==> config.mk <==
export PLATFORM = sky130hd
export DESIGN_NAME = bcd_add_sub_mul_unit_top
export DESIGN_NICKNAME = d
export VERILOG_FILES = /design/src/rtl/bas_pkg.sv /design/src/rtl/bas_digit_lane.sv /design/src/rtl/bas_carry_merge.sv /design/src/rtl/bas_adder.sv /design/src/rtl/bcd_add_sub_mul_unit_top.sv
export SDC_FILE = /design/constraint.sdc
export NUM_CORES = 1
export LEC_CHECK = 0
export BUFFER_PORTS_ARGS = -buffer_cell sky130_fd_sc_hd__buf_4
export CAP_MARGIN = 10
export CELL_PAD_IN_SITES_DETAIL_PLACEMENT = 1
export CELL_PAD_IN_SITES_GLOBAL_PLACEMENT = 1
export CORE_ASPECT_RATIO = 1.2
export CORE_UTILIZATION = 30
export CTS_BUF_LIST = sky130_fd_sc_hd__clkbuf_4
export CTS_CLUSTER_DIAMETER = 80
export CTS_CLUSTER_SIZE = 30
export DETAILED_ROUTE_END_ITERATION = 8
export PLACE_DENSITY_LB_ADDON = 0.1
export SETUP_SLACK_MARGIN = 0.1
export SLEW_MARGIN = 20
export SYNTH_ARGS = -nofsm -noshare
export SYNTH_HDL_FRONTEND = slang
export SYNTH_SLANG_ARGS = --single-unit
==> constraint.sdc <==
create_clock -name clk -period 7.6 [get_ports clk]
set_clock_uncertainty 0.2 [all_clocks]
set_input_delay 1.14 -clock clk [delete_from_list [all_inputs] [get_ports clk]]
set_output_delay 1.14 -clock clk [all_outputs]
set_load 0.02 [all_outputs]
==> src/rtl/bas_pkg.sv <==
// Shared types and codes for the BCD add / subtract / multiply unit.
// No dependencies; used by every file under rtl.
package bas_pkg;

	// Fixed field geometry of the command and result words
	localparam int FIELD_DIGITS = 11;
	localparam int BCD_W        = 4 * FIELD_DIGITS;

	// Function codes
	localparam logic [1:0] FUNC_ADD = 2'd0;
	localparam logic [1:0] FUNC_SUB = 2'd1;
	localparam logic [1:0] FUNC_MUL = 2'd2;

	// Command word
	typedef struct packed {
		logic [1:0]       func;
		logic [BCD_W-1:0] operand_a;
		logic [BCD_W-1:0] operand_b;
	} in_word_t;

	// Result word
	typedef struct packed {
		logic [BCD_W-1:0] result_bcd;
		logic [3:0]       digit_count;
		logic             overflow;
	} out_word_t;

	// Per-digit carry/borrow generate and propagate, lane to merge
	typedef struct packed {
		logic gen;
		logic prop;
	} gp_t;

endpackage

==> src/rtl/bas_digit_lane.sv <==
// One decimal digit lane: generate/propagate for the carry merge and the
// final digit once the incoming carry or borrow is known. Uses bas_pkg.
module bas_digit_lane (
	input  logic        [3:0] x,
	input  logic        [3:0] y,
	input  logic              sub,
	input  logic              cin,
	output bas_pkg::gp_t      gp,
	output logic        [3:0] digit
);
	import bas_pkg::*;

	logic [4:0] s;
	logic [4:0] t;
	logic [4:0] need;

	// add: carry out if x+y > 9, passes carry if x+y == 9
	// sub: borrow out if y > x, passes borrow if x == y
	always_comb begin
		s    = {1'b0, x} + {1'b0, y};
		t    = s + {4'd0, cin};
		need = {1'b0, y} + {4'd0, cin};
		if (sub) begin
			gp.gen  = (y > x);
			gp.prop = (x == y);
			if (need > {1'b0, x}) begin
				digit = 4'(({1'b0, x} + 5'd10) - need);
			end else begin
				digit = 4'({1'b0, x} - need);
			end
		end else begin
			gp.gen  = (s > 5'd9);
			gp.prop = (s == 5'd9);
			if (t > 5'd9) begin
				digit = 4'(t - 5'd10);
			end else begin
				digit = t[3:0];
			end
		end
	end

endmodule

==> src/rtl/bas_carry_merge.sv <==
// Parallel-prefix merge of the lanes' generate/propagate terms into the
// carry (or borrow) entering each digit. Uses bas_pkg.
module bas_carry_merge #(
	parameter int N = 11
) (
	input  bas_pkg::gp_t         gp [N],
	output logic         [N-1:0] carry,
	output logic                 cout
);
	import bas_pkg::*;

	localparam int L = (N > 1) ? $clog2(N) : 1;

	logic [N-1:0] gl [L+1];
	logic [N-1:0] pl [L+1];

	// Kogge-Stone prefix, ceil(log2(N)) levels
	always_comb begin
		for (int i = 0; i < N; i++) begin
			gl[0][i] = gp[i].gen;
			pl[0][i] = gp[i].prop;
		end
		for (int lv = 0; lv < L; lv++) begin
			for (int i = 0; i < N; i++) begin
				if (i >= (1 << lv)) begin
					gl[lv+1][i] = gl[lv][i] | (pl[lv][i] & gl[lv][i-(1 << lv)]);
					pl[lv+1][i] = pl[lv][i] & pl[lv][i-(1 << lv)];
				end else begin
					gl[lv+1][i] = gl[lv][i];
					pl[lv+1][i] = pl[lv][i];
				end
			end
		end
		carry[0] = 1'b0;
		for (int i = 1; i < N; i++) begin
			carry[i] = gl[L][i-1];
		end
		cout = gl[L][N-1];
	end

endmodule

==> src/rtl/bas_adder.sv <==
// N-digit BCD adder/subtractor: one lane per digit plus the carry merge.
// Depends on bas_pkg, bas_digit_lane and bas_carry_merge.
module bas_adder #(
	parameter int N = 11
) (
	input  logic [4*N-1:0] x,
	input  logic [4*N-1:0] y,
	input  logic           sub,
	output logic [4*N-1:0] sum,
	output logic           cout
);
	import bas_pkg::*;

	gp_t          gp [N];
	logic [N-1:0] carry;

	// digit lanes
	for (genvar g = 0; g < N; g++) begin : g_lane
		bas_digit_lane u_lane (
			.x     (x[4*g +: 4]),
			.y     (y[4*g +: 4]),
			.sub   (sub),
			.cin   (carry[g]),
			.gp    (gp[g]),
			.digit (sum[4*g +: 4])
		);
	end

	// carry/borrow resolution
	bas_carry_merge #(.N(N)) u_merge (
		.gp    (gp),
		.carry (carry),
		.cout  (cout)
	);

endmodule

==> src/rtl/bcd_add_sub_mul_unit_top.sv <==
// BCD add / subtract / multiply unit, top level.
// Depends on bas_pkg and bas_adder.
//
// Usage:
//   A command word (func, operand_a, operand_b) is taken at a rising edge with
//   start high and busy low. Operand nibbles 10 to 15 are read as 9.
//   The result word (result_bcd, digit_count, overflow) is shown for exactly
//   one cycle with done high; the receiver cannot hold it off.
//   Add and subtract: the lane adder result is registered in EXEC, then FIN
//   registers the result word and raises done.
//   Multiply: per digit of operand_b, most significant first, a shift step
//   then one pass through the same lane adder per unit of that digit's value.
//   Unused function code: result 0, count 1, no overflow.
//   busy is high from the accepting edge until the result word is out; a new
//   command may be taken in the cycle that done is high.
//   Overflow: carry beyond DIGITS digits, subtract borrow, or a product that
//   does not fit; the result wraps to DIGITS digits.
//   Reset clears the sequencer and the strobe; no word is pending afterwards.
module bcd_add_sub_mul_unit_top #(
	parameter int DIGITS = 11
) (
	input  logic               clk,
	input  logic               arst_n,
	input  logic               start,
	input  bas_pkg::in_word_t  cmd,
	output logic               busy,
	output logic               done,
	output bas_pkg::out_word_t result
);
	import bas_pkg::*;

	localparam int ND    = (DIGITS < 2) ? 2 : ((DIGITS > 16) ? 16 : DIGITS);
	localparam int LD    = (ND < FIELD_DIGITS) ? ND : FIELD_DIGITS;
	localparam int IDX_W = $clog2(ND);
	localparam int W     = 4 * ND;

	// sequencer states
	localparam logic [2:0] ST_IDLE  = 3'd0;
	localparam logic [2:0] ST_EXEC  = 3'd1;
	localparam logic [2:0] ST_SHIFT = 3'd2;
	localparam logic [2:0] ST_ADD   = 3'd3;
	localparam logic [2:0] ST_FIN   = 3'd4;

	logic [2:0]       state_q;
	logic             done_q;
	logic [1:0]       func_q;
	logic [W-1:0]     a_q;
	logic [W-1:0]     b_q;
	logic [W-1:0]     r_q;
	logic             ov_q;
	logic [IDX_W-1:0] idx_q;
	logic [3:0]       k_q;
	out_word_t        res_q;

	logic [W-1:0]     a_in;
	logic [W-1:0]     b_in;
	logic [W-1:0]     add_x;
	logic [W-1:0]     add_y;
	logic             add_sub;
	logic [W-1:0]     add_sum;
	logic             add_cout;
	logic [3:0]       b_dig;
	logic [4:0]       cnt;
	logic [BCD_W-1:0] packed_r;

	// unpack operands: clamp invalid nibbles, digits beyond the field are zero
	always_comb begin
		a_in = '0;
		b_in = '0;
		for (int i = 0; i < LD; i++) begin
			a_in[4*i +: 4] = (cmd.operand_a[4*i +: 4] > 4'd9) ? 4'd9
			                                                  : cmd.operand_a[4*i +: 4];
			b_in[4*i +: 4] = (cmd.operand_b[4*i +: 4] > 4'd9) ? 4'd9
			                                                  : cmd.operand_b[4*i +: 4];
		end
	end

	// shared lane adder: a op b, or r + a while multiplying
	always_comb begin
		add_x   = (state_q == ST_ADD) ? r_q : a_q;
		add_y   = (state_q == ST_ADD) ? a_q : b_q;
		add_sub = (state_q != ST_ADD) && (func_q == FUNC_SUB);
	end

	bas_adder #(.N(ND)) u_adder (
		.x    (add_x),
		.y    (add_y),
		.sub  (add_sub),
		.sum  (add_sum),
		.cout (add_cout)
	);

	assign b_dig = b_q[4*idx_q +: 4];

	// significant digit count and packing of the result
	always_comb begin
		cnt = 5'd1;
		for (int i = 1; i < ND; i++) begin
			if (r_q[4*i +: 4] != 4'd0) begin
				cnt = 5'(i + 1);
			end
		end
		packed_r = '0;
		for (int i = 0; i < LD; i++) begin
			packed_r[4*i +: 4] = r_q[4*i +: 4];
		end
	end

	// sequencer
	always_ff @(posedge clk or negedge arst_n) begin
		if (!arst_n) begin
			state_q <= ST_IDLE;
			done_q  <= 1'b0;
		end else begin
			done_q <= 1'b0;
			case (state_q)
				ST_IDLE: begin
					if (start) begin
						state_q <= (cmd.func == FUNC_MUL) ? ST_SHIFT : ST_EXEC;
					end
				end
				ST_EXEC: begin
					state_q <= ST_FIN;
				end
				ST_SHIFT: begin
					if (b_dig != 4'd0) begin
						state_q <= ST_ADD;
					end else if (idx_q == '0) begin
						state_q <= ST_FIN;
					end
				end
				ST_ADD: begin
					if (k_q == 4'd1) begin
						state_q <= (idx_q == '0) ? ST_FIN : ST_SHIFT;
					end
				end
				ST_FIN: begin
					state_q <= ST_IDLE;
					done_q  <= 1'b1;
				end
				default: begin
					state_q <= ST_IDLE;
				end
			endcase
		end
	end

	// datapath words
	always_ff @(posedge clk) begin
		case (state_q)
			ST_IDLE: begin
				if (start) begin
					func_q <= cmd.func;
					a_q    <= a_in;
					b_q    <= b_in;
					r_q    <= '0;
					ov_q   <= 1'b0;
					idx_q  <= IDX_W'(ND - 1);
				end
			end
			ST_EXEC: begin
				if (func_q == FUNC_ADD || func_q == FUNC_SUB) begin
					r_q  <= add_sum;
					ov_q <= add_cout;
				end
			end
			ST_SHIFT: begin
				if (r_q[W-1 -: 4] != 4'd0) begin
					ov_q <= 1'b1;
				end
				r_q <= {r_q[W-5:0], 4'd0};
				k_q <= b_dig;
				if (b_dig == 4'd0 && idx_q != '0) begin
					idx_q <= idx_q - 1'b1;
				end
			end
			ST_ADD: begin
				r_q  <= add_sum;
				ov_q <= ov_q | add_cout;
				k_q  <= k_q - 4'd1;
				if (k_q == 4'd1 && idx_q != '0) begin
					idx_q <= idx_q - 1'b1;
				end
			end
			ST_FIN: begin
				res_q.result_bcd  <= packed_r;
				res_q.digit_count <= cnt[3:0];
				res_q.overflow    <= ov_q;
			end
			default: begin
			end
		endcase
	end

	assign busy   = (state_q != ST_IDLE);
	assign done   = done_q;
	assign result = res_q;

	// a result word only ever follows a busy period
	a_done_after_busy: assert property (@(posedge clk) disable iff (!arst_n)
		done |-> $past(state_q) == ST_FIN)
		else $error("result word without a finished operation");

	// an accepted command always starts work
	a_start_busy: assert property (@(posedge clk) disable iff (!arst_n)
		(start && !busy) |=> busy)
		else $error("command accepted but unit not busy");

	// repeated addition never runs with an exhausted count
	a_add_count: assert property (@(posedge clk) disable iff (!arst_n)
		(state_q == ST_ADD) |-> (k_q != 4'd0 && k_q <= 4'd9))
		else $error("multiply addition count out of range");

	// the digit index only moves down while multiplying
	a_idx_down: assert property (@(posedge clk) disable iff (!arst_n)
		(state_q == ST_SHIFT && $past(state_q) == ST_SHIFT) |->
		(idx_q == $past(idx_q) - 1'b1))
		else $error("multiply digit index skipped");

endmodule
==> impl_metrics.yaml <==
outcome:
  status: "finished clean"
sta:
  setup_viol: 0
  setup_tns_ns: 0
  tightest_slew_ns: 0.836
  slew_headroom_pct: 44.3
  finalCritPeriodShare_pct: 94.6
  max_freq_mhz: 139
  layout_setup_ws_ns: 0.411
  hold_violations: 0
  period_minus_slack_ns: 7.19
  slew_viol_final: 0
  rsz0062_at_grt: "no"
  whs_ns: 0.325
route:
  drt_wl_total_um: 58700
  routed_via_density: 5.02
  drt-met1-wl_um: 25900
  drc: 0
  wl_met2_um: 30300
  first_pass_iters: 5
  vias: 14600
  drt_iter0_drc: 595
  dr_wl_met3_um: 1350
  ant_nets: 0
  highest_layer: "met4"
  wl_per_cell_um: 20.2
min_path:
  hp-class: "reg2reg"
  holdPathEnd: "result[46]"
  min_path_cells: 0
  worstHoldStart: "packed_r[41]"
cells_and_area:
  synthToLayoutAreaGrowth_pct: 14.5
  fill_cells: 6927
  final_cells: 2908
  drive_gt1_share_pct: 13.1
  multi_input_area_um2: 11300
  nets: 2464
  ff_latch_area_um2: 5870
worst_setup_path:
  required_ns: 7.93
  r2r-end: "packed_r[43]"
  path_class: "reg2reg"
  cp.arrival_ns: 7.52
  ff2ff_setup_slack_ns: 0.41
  slowest_stage: "fa_1"
  reg2regPathDepth: 31
  endpoint_kind: "register"
  cp_common_cell: "ha_1"
  cpPeakStageDelay_ns: 0.48
  cp_max_fo: 8
  cp-start-kind: "register"
  r2r_start: "state_q[2]"
clock_tree:
  cts_buffers: 17
  clk_latency_ns: 0.78
  clk_transition_reported_paths_ns: 0.17
  cts_tree: "done"
  cts_buffer_depth: 2
  cts_root_buf: "clkbuf_4"
  htree_num_levels: 4
  clock_sinks: 196
floorplanning:
  dieArea_um2: 61200
  die_h_um: 271
  initial_core_util_pct: 30.3
  fp-row-count: 98
  core_um2: 59600
  pin_count: 144
  fp.dieW_um: 226
grt:
  grt_max_degree: 55
  overflow: 0
  grt_pass1_vias: 15700
  grtUsageTotal_pct: 19.6
  antenna_found_initial: 2
  grt_pass1_wl_um: 90700
synthesis:
  synth_seq_cells: 196
  yosys_warnings: 0
  synth_top_flop_cell: "edfxtp_1"
  ys_types: 84
  yosysSeqAreaShare_pct: 32.5
  netlist_area_um2: 18100
  synth_nets: 2326
  async_flop_share_pct: 2.04
  avgSynthCellArea_um2: 9.24
  netlist_instances: 1955
  synth_enable_flop_cells: 192
placement:
  placedCellCount: 2867
  dp_worst_setup_slack_ns: 0.0143
  dp_hpwl_um: 46700
  port_buffers: 143
  place_congestion: 0.851
job:
  drv_cap: 0
-- kinds of logic after synthesis --
| logic type | count (synthesis) | share of synthesized area (%) |
|---|---|---|
| adders and majority gates | 278 | 20.7 |
| DFF | 196 | 32.5 |
| and+or+nand+nor | 628 | 16.6 |
| muxes | 69 | 4.11 |
| xor gates and xnor gates | 131 | 6.35 |
| buffers and inverters | 266 | 5.59 |
| AOI/OAI and AO/OA | 387 | 14.2 |
-- sequential cells by signal, indices dropped and copies added, names as in the netlist --
signal	flops
a_q	44
b_q	44
done	1
func_q	2
idx_q	4
k_q	4
ov_q	1
packed_r	44
result	49
state_q	3
-- synthesized netlist by cell type (14+ instances only) --
master / number / area (µm²)
a211oi_1: 14 / 105
a21o_1: 21 / 158
a21oi_1: 100 / 500
buf_1: 14 / 52.6
clkbuf_1: 59 / 221
edfxtp_1: 192 / 5770
fa_1: 35 / 701
ha_1: 243 / 3040
inv_1: 185 / 694
mux2i_1: 64 / 641
nand2_1: 284 / 1070
nand2b_1: 36 / 225
nand3_1: 30 / 150
nand4_1: 14 / 87.6
nor2_1: 100 / 375
nor2b_1: 62 / 388
nor3_1: 26 / 130
o21ai_0: 108 / 541
o21bai_1: 20 / 150
xnor2_1: 92 / 806
xor2_1: 39 / 342
-- cell type report --
cell class                      instances  share of cell area, %
Antenna cell                            2                 0.0242
Clock buffer                           18                  0.654
Clock inverter                         14                  0.660
Inverter                              185                   3.36
Multi-Input combinational cell       1493                   54.6
Sequential cell                       196                   28.4
Tap cell                              800                   4.84
Timing Repair Buffer                  200                   7.46
-- stage by stage --
step / cell area [µm²] / utilization, %
after floorplan: 18100 / -
after global placement: 20300 / 34.0
after detailed placement: 20300 / 34.0
after CTS: 20600 / 34.5
after global routing: 20700 / 34.7
final: 20700 / 34.7
-- critical path: cells and delay by family (launching register included) --
kind | cells | cell delay (ns)
compound gates | 12 | 2.47
xor+xnor | 2 | 0.35
fa+ha+maj | 6 | 1.65
buf+inv | 4 | 0.44
flops | 1 | 0.46
mux | 2 | 0.38
simple gates | 5 | 0.98
-- worst max-delay path by stage --
stage          depth (start not counted)       start      endpoint  slack (ns)
4_1_cts                               34  state_q[2]  packed_r[43]        0.22
6_report                              31  state_q[2]  packed_r[43]        0.41
5_1_grt                               31  state_q[2]  packed_r[43]        0.11
2_1_floorplan                         36  state_q[2]  packed_r[39]        0.12
3_5_place_dp                          31  state_q[2]  packed_r[43]        0.01
3_3_place_gp                          31  state_q[2]  packed_r[43]        0.25
-- layer usage --
layer | vias up | global-route usage [%]
met5 | - | 0
met4 | 0 | 5.51
met3 | 48 | 2.48
met2 | 200 | 35.7
met1 | 7249 | 23.8
li1 | 7093 | -
-- cells in the final DEF (no fill, tap or decap), drive strengths merged, types with 10 or more instances in the layout --
| cell type | n |
|---|---|
| nand2 | 284 |
| ha | 243 |
| buf | 199 |
| inv | 194 |
| edfxtp | 192 |
| o21ai | 113 |
| a21oi | 100 |
| nor2 | 100 |
| xnor2 | 92 |
| mux2i | 64 |
| nor2b | 62 |
| xor2 | 39 |
| nand2b | 36 |
| fa | 35 |
| nand3 | 30 |
| nor3 | 26 |
| a21o | 21 |
| o21bai | 20 |
| clkbuf | 18 |
| a211oi | 15 |
| nand4 | 14 |
| a32oi | 12 |
| nor4 | 11 |
| and3 | 11 |
| or3 | 10 |
-- timing repair --
| action | in CTS | in global routing |
|---|---|---|
| setup buffers | 2 | 4 |
| gates resized for setup | 1 | 11 |
| hold endpoints to repair | 4 | 0 |
| setup endpoints to repair | 4 | 7 |
| hold buffers | 1 | 0 |
| pin swaps | 0 | 5 |
Power is left out: the tool's default activity adds up to more than one toggle a clock period on the data nets, which glitch-free logic cannot reach.
